### src/hw/rtl/mtpc_pkg.sv
// shared types, constants and functions of the memory test pattern checker
package mtpc_pkg;

  localparam int unsigned AddrW   = 32;
  localparam int unsigned WordW   = 32;
  localparam int unsigned StrideW = 13;
  localparam int unsigned KindW   = 2;
  localparam int unsigned CfgIdxW = 3;
  localparam int unsigned CfgDataW = 32;

  // register indexes of the configuration port
  localparam logic [CfgIdxW-1:0] CFG_PATTERN_KIND   = 3'd0;
  localparam logic [CfgIdxW-1:0] CFG_BASE_ADDRESS   = 3'd1;
  localparam logic [CfgIdxW-1:0] CFG_END_ADDRESS    = 3'd2;
  localparam logic [CfgIdxW-1:0] CFG_ADDRESS_STRIDE = 3'd3;
  localparam logic [CfgIdxW-1:0] CFG_PATTERN_SEED   = 3'd4;

  // register reset values
  localparam logic [KindW-1:0]   RST_PATTERN_KIND   = 2'd0;
  localparam logic [AddrW-1:0]   RST_BASE_ADDRESS   = 32'h8000_0000;
  localparam logic [AddrW-1:0]   RST_END_ADDRESS    = 32'h80FF_F000;
  localparam logic [StrideW-1:0] RST_ADDRESS_STRIDE = 13'd4;
  localparam logic [WordW-1:0]   RST_PATTERN_SEED   = 32'hCAFE_BABE;

  // stride used in place of zero
  localparam logic [StrideW-1:0] DEFAULT_STRIDE = 13'd4;

  // pattern kinds
  localparam logic [KindW-1:0] KIND_ADDR     = 2'd0;
  localparam logic [KindW-1:0] KIND_INV_ADDR = 2'd1;
  localparam logic [KindW-1:0] KIND_XORSHIFT = 2'd2;

  // command codes
  localparam logic CMD_START   = 1'b0;
  localparam logic CMD_ADVANCE = 1'b1;

  // status codes
  localparam logic [1:0] STATUS_RUNNING = 2'd0;
  localparam logic [1:0] STATUS_PASSED  = 2'd1;
  localparam logic [1:0] STATUS_FAILED  = 2'd2;

  typedef enum logic [2:0] {
    PH_IDLE   = 3'd0,
    PH_WRITE  = 3'd1,
    PH_VERIFY = 3'd2,
    PH_PASSED = 3'd3,
    PH_FAILED = 3'd4
  } phase_t;

  typedef struct packed {
    logic [KindW-1:0]   pattern_kind;
    logic [AddrW-1:0]   base_address;
    logic [AddrW-1:0]   end_address;
    logic [StrideW-1:0] address_stride;
    logic [WordW-1:0]   pattern_seed;
  } cfg_t;

  typedef struct packed {
    logic [AddrW-1:0] access_address;
    logic             is_write;
    logic [WordW-1:0] pattern_word;
    logic             mismatch;
    logic [1:0]       test_status;
    logic             last;
  } result_t;

  // xorshift32 with shifts 13, 17, 5
  function automatic logic [WordW-1:0] xorshift_step(input logic [WordW-1:0] v);
    logic [WordW-1:0] a;
    logic [WordW-1:0] b;
    a = v ^ (v << 13);
    b = a ^ (a >> 17);
    return b ^ (b << 5);
  endfunction

endpackage

### src/hw/rtl/mtpc_seq.sv
// test sequencer: phase, address and generator state, result computation
module mtpc_seq (
  input  logic                        clk,
  input  logic                        rst_n,
  input  logic                        take,
  input  logic                        command,
  input  logic [mtpc_pkg::WordW-1:0]  read_word,
  input  mtpc_pkg::cfg_t              cfg,
  output logic                        res_valid,
  output mtpc_pkg::result_t           res
);
  import mtpc_pkg::*;

  phase_t           phase_r, phase_nxt;
  logic [AddrW-1:0] addr_r, addr_nxt;
  logic [WordW-1:0] gen_r, gen_nxt;

  logic [StrideW-1:0] stride;
  logic [AddrW:0]     sum;
  logic               pass_end;
  logic               empty;
  logic [WordW-1:0]   gen_step;
  logic [WordW-1:0]   pat;
  logic               differ;

  // shared datapath
  always_comb begin
    stride   = (cfg.address_stride == '0) ? DEFAULT_STRIDE : cfg.address_stride;
    sum      = {1'b0, addr_r} + {{(AddrW+1-StrideW){1'b0}}, stride};
    pass_end = (sum >= {1'b0, cfg.end_address});
    empty    = (cfg.base_address >= cfg.end_address);
    gen_step = xorshift_step(gen_r);
    unique case (cfg.pattern_kind)
      KIND_INV_ADDR: pat = ~addr_r;
      KIND_XORSHIFT: pat = gen_step;
      default:       pat = addr_r;
    endcase
    differ = (read_word != pat);
  end

  // next state
  always_comb begin
    phase_nxt = phase_r;
    addr_nxt  = addr_r;
    gen_nxt   = gen_r;
    if (take) begin
      if (command == CMD_START) begin
        addr_nxt  = cfg.base_address;
        gen_nxt   = cfg.pattern_seed;
        phase_nxt = empty ? PH_PASSED : PH_WRITE;
      end else begin
        unique case (phase_r)
          PH_WRITE: begin
            gen_nxt  = (cfg.pattern_kind == KIND_XORSHIFT) ? gen_step : gen_r;
            addr_nxt = sum[AddrW-1:0];
            if (pass_end) begin
              phase_nxt = PH_VERIFY;
              addr_nxt  = cfg.base_address;
              gen_nxt   = cfg.pattern_seed;
            end
          end
          PH_VERIFY: begin
            gen_nxt = (cfg.pattern_kind == KIND_XORSHIFT) ? gen_step : gen_r;
            if (differ) begin
              phase_nxt = PH_FAILED;
            end else begin
              addr_nxt = sum[AddrW-1:0];
              if (pass_end) phase_nxt = PH_PASSED;
            end
          end
          default: phase_nxt = phase_r;
        endcase
      end
    end
  end

  // result of the beat being taken
  always_comb begin
    res_valid          = 1'b0;
    res.access_address = addr_r;
    res.is_write       = 1'b0;
    res.pattern_word   = pat;
    res.mismatch       = 1'b0;
    res.test_status    = STATUS_RUNNING;
    res.last           = 1'b0;
    if (take) begin
      if (command == CMD_START) begin
        res_valid          = empty;
        res.access_address = cfg.base_address;
        res.pattern_word   = '0;
        res.test_status    = STATUS_PASSED;
        res.last           = 1'b1;
      end else begin
        unique case (phase_r)
          PH_WRITE: begin
            res_valid    = 1'b1;
            res.is_write = 1'b1;
          end
          PH_VERIFY: begin
            res_valid = 1'b1;
            if (differ) begin
              res.mismatch    = 1'b1;
              res.test_status = STATUS_FAILED;
              res.last        = 1'b1;
            end else if (pass_end) begin
              res.test_status = STATUS_PASSED;
              res.last        = 1'b1;
            end
          end
          default: res_valid = 1'b0;
        endcase
      end
    end
  end

  always_ff @(posedge clk) begin
    if (!rst_n) begin
      phase_r <= PH_IDLE;
      addr_r  <= '0;
      gen_r   <= '0;
    end else begin
      phase_r <= phase_nxt;
      addr_r  <= addr_nxt;
      gen_r   <= gen_nxt;
    end
  end

endmodule

### config.mk
export PLATFORM = sky130hd
export DESIGN_NAME = mtpc_seq
export DESIGN_NICKNAME = d
export VERILOG_FILES = /design/src/hw/rtl/mtpc_pkg.sv /design/src/hw/rtl/mtpc_seq.sv
export SDC_FILE = /design/constraint.sdc
export NUM_CORES = 1
export LEC_CHECK = 0
export CORE_MARGIN = 1.5
export CORE_UTILIZATION = 55
export CTS_CLUSTER_SIZE = 28
export DETAILED_ROUTE_END_ITERATION = 8
export DONT_BUFFER_PORTS = 1
export GPL_ROUTABILITY_DRIVEN = 1
export PLACE_DENSITY_LB_ADDON = 0.2
export SKIP_CTS_REPAIR_TIMING = 1
export SYNTH_ARGS = -nofsm -noshare
export SYNTH_HDL_FRONTEND = slang
export SYNTH_SLANG_ARGS = --single-unit
### constraint.sdc
create_clock -name clk -period 11.7 [get_ports clk]
set_input_delay 1.17 -clock clk [delete_from_list [all_inputs] [get_ports clk]]
set_output_delay 1.17 -clock clk [all_outputs]
set_load 0.01 [all_outputs]
==> After elaboration in Yosys (flattened, before gate mapping) <==
Cells that the tools add are included.
{ "classes": {"reduce_logical": 5, "n_bitwise": 4, "n_addsub": 1, "order_cmp": 2, "muxes": 30, "eq_ne": 9} }
{ "ops": {"columns": ["operator", "n"], "rows": [
  ["$mux 32", 8],
  ["$pmux 32 s2", 3],
  ["$mux 69", 1],
  ["$xor 32x32->32", 2],
  ["$add 32x13->33", 1],
  ["$ge 33x32->1", 1],
  ["$ge 32x32->1", 1],
  ["$ne 32x32->1", 1],
  ["$not 32->32", 1],
  ["$xor 32x15->32", 1],
  ["$mux 3", 6],
  ["$logic_not 13->1", 1],
  ["$mux 13", 1],
  ["$mux 1", 7],
  ["$ne 3x3->1 const B", 2],
  ["$pmux 3 s2", 1],
  ["$mux 2", 2],
  ["$mux 4", 1],
  ["$ne 4x4->1 const B", 1],
  ["$reduce_and 4->1", 1],
  ["$eq 3x1->1 const B", 1],
  ["$eq 3x2->1 const B", 1],
  ["$ne 3x1->1 const B", 1],
  ["$reduce_and 3->1", 1],
  ["other kinds (4)", 4]
]} }
{ "totals": {"elab_cells": 54, "regBits": 67, "in_bits": 147, "out_inout_bits": 70} }

==> Logic depth before layout (Yosys ltp) <==
{ "depth": {"ltp_word": 9, "ltp_mapped": 25, "depth_no_buf": 20} }

==> Worst setup path after synthesis <==
Ideal clock, no wire load.
{ "synth_path": {"path_type": "in2out", "startpoint": "in cfg[38] (netlist name)", "endpoint": "out res[0] (netlist name)", "cell_stages": 19, "arrival_ns": 4.985, "path_buffers": 1, "slack_ns": 5.545, "path_cell_list": "nor4_1 -> a41o_1 -> ha_1 -> nor2b_1 -> o2111ai_1 -> a21oi_1 -> o2111ai_1 -> and2_1 -> clkbuf_1 -> nor3_1 -> xor2_1 -> ha_1 -> nand2_1 -> nor4_1 -> a2111oi_0 -> o211ai_1 -> a31oi_1 -> nand2_1 -> o221a_2"} }
{ "synth_rtl": {"columns": ["element", "line_no", "rtl"], "rows": [
  ["from (decl)", "mtpc_seq.sv:8", "input mtpc_pkg::cfg_t cfg,"],
  ["to (decl)", "mtpc_seq.sv:10", "output mtpc_pkg::result_t res"]
]} }

==> results.toml <==
[power]
clkPwrFrac_pct = 27.0
pwr-share-comb_pct = 47.3
p_int_mw = 0.651
seqPwrFrac_pct = 25.7
swShare_pct = 42.1
p_sw_mw = 0.473
p_leak_nw = 3.81
powerDensity_nw_per_um2 = 121
irDropWorstVdd_v = 0.0000763

[floorplanning]
core_area_sq_um = 15900
die_width_microns = 131
dieArea_sq_um = 17100
io_pins = 217
initial_core_util_pct = 56.4
die_h_microns = 131
row_count = 46

[setup_path]
cp_slowest_stage_delay_ps = 600
cp.required_ps = 10530
crit_family = "compound AO/OA/AOI/OAI gates"
cp-start-kind = "primary input"
path_class = "in2out"
cp_num_buf_inv = 0
cp_max_fo = 7
worstPathArrival_ps = 6000
cp-end-kind = "output pin"
cp_slowest_cell = "o2111ai_1"
crit_path_cell_trace = "nor4_1 -> a41o_1 -> ha_1 -> nor2b_1 -> o2111ai_1 -> a21oi_1 -> o2111ai_1 -> and2_1 -> nor3_1 -> xor2_1 -> ha_1 -> nand2_1 -> nor4_1 -> a2111oi_0 -> o211ai_1 -> a31oi_1 -> nand2_1 -> o221a_2"

[drt]
viasPerCell = 6.75
num_vias = 9087
antenna_left = 0
wl_per_cell_microns = 23.3
wirelength_microns = 31400
dr.pass1.iters = 6
first_iter_violations = 990
drc_errors = 0

[timing]
finClkSkew_ps = 10.0
fmax_mhz = 140
period_share_pct = 61.2
period_needed_ps = 7170
finalSetupTns_ps = 0
hold_viol_final = 0
slew_violations = 0
relSlewSlack_pct = 44.4
tightest_slew_ps = 831
setup_violations = 0
rsz0062_at_grt = "no"

[global_route]
antenna_found_initial = 1
grt_overflow = 0
grt_max_degree = 67
grt_pass1_vias = 8247
grt_first_pass_wirelength_microns = 46600
grtUsageTotal_pct = 35.9

[logic_synthesis]
ys_seq_area_share_pct = 14.9
syn_area_sq_um = 9000
synth_top_area_share_pct = 14.9
synthTopCellsByCount = "108 x a21oi_1, 99 x o21ai_0, 90 x nor2_1"
synth_fp_nets = 1424
ys_types = 76
yosysMostFrequentCell = "a21oi_1"
yosys_warnings = 0
synth_cells = 1197
ys.flop_type = "dfxtp_1"
syn_avg_cell_area_sq_um = 7.52
async_reset_ff_share_pct = 0
synth_edf_count = 0
synth_area_leaders = "dfxtp_1 15%, ha_1 11%, xnor2_1 6.2%"
ys_ff_latch = 67
yosysTopAreaCell = "dfxtp_1"

[cells_and_area]
layout-drive-gt1-share_pct = 6.81
syn2layout_area_growth_pct = 3.36
layoutNonFillerInstCount = 1347
nNetsFinal = 1353
diodes = 0

[hold_path]
hp-class = "reg2reg"

[cts]
cts_tree = "built"
cts_buffer_depth = 2
cts_buffers = 9
clkLatencyLatePin_ps = 350
path_clk_slew_ps = 60
htreeDepth = 3
cts_sinks = 67
clock-root-buffer = "clkbuf_16"

[placed_design]
post-dp-hpwl_microns = 24100
port_buffers = 0
dpl.cell_count = 1331
gp_congestion = 1.01

[status]
status = "completed"

[job]
maxCapViolations = 0
## worst paths after layout
path,startpoint,depth (start not counted),endpoint,slack (ps)
worst max-delay path,cfg[38],18,res[0],4530
worst min register to register,addr_r[27],2,addr_r[27],510
worst min-delay path,addr_r[27],2,addr_r[27],510
worst max register to register,addr_r[0],21,gen_r[31],5290
## cells in the final DEF, fill, tap and decap left out, types with 16 or more instances in the layout
master     instances
inv_1             66
xor2_1            31
o21ai_0           99
a21oi_1          107
nand3_1           31
xnor2_1           64
dfxtp_1           67
nor2_1            90
nand2b_1          32
nor2b_1           16
a21o_1            22
a211oi_1          25
o2111ai_1         24
mux2_2            28
nand2_1           83
ha_1              79
## kinds of logic after synthesis
group,share of synthesized area (%)
AO/OA/AOI/OAI,29.0
AND/OR/NAND/NOR,18.0
XOR/XNOR,14.1
multiplexers,5.42
adder cells (fa/ha/maj),11.2
buffers and inverters,7.33
flip-flops,14.9
## area by class of cell
| cell class | count | area [sq um] |
|---|---|---|
| multi-input cells | 967 | 7020 |
| repair buffers | 13 | 97.6 |
| fillers | 1523 | 6640 |
| clock inverters | 6 | 90.1 |
| clock buffers | 10 | 229 |
| well taps | 216 | 270 |
| inverters | 68 | 255 |
| flip-flops and latches | 67 | 1340 |
## worst min-delay path: stages, from the launching register on
cell,delay (ps)
dfxtp_1,320
o21ai_0,80
a21oi_1,60
## power groups by stage
stage,clock (mW),sequential [mW],combinational [mW]
2_1_floorplan,0,0.270,0.417
3_3_place_gp,0,0.292,0.513
4_1_cts,0.303,0.287,0.521
5_1_grt,0.310,0.291,0.576
6_report,0.303,0.289,0.532
3_5_place_dp,0,0.292,0.518
## routing by layer
metal | GRT usage (%) | vias up | wire (microns)
li1 | - | 4239 | -
met1 | 47.9 | 4194 | 12900
met2 | 56.2 | 576 | 13800
met3 | 8.63 | 76 | 3610
met4 | 13.6 | 2 | 1000
met5 | 0 | - | 12
## through the flow
step                      power [mW]  util, %  cell area, sq um  hold slack [ps]  setup WS (ps)
after detailed placement       0.810     56.3              8980              501           4500
after global placement         0.805     56.3              8980              488           4650
after global routing            1.18     58.3              9300              534           4170
after CTS                       1.11     58.3              9300              509           4660
after floorplan                0.686        -              9000              471           5550
final                           1.12     58.3              9300              508           4530
## state kept, by name (all words and copies together) (netlist names)
name     flops
gen_r       32
phase_r      3
addr_r      32
Note: power is estimated with default switching activity, not from simulation.
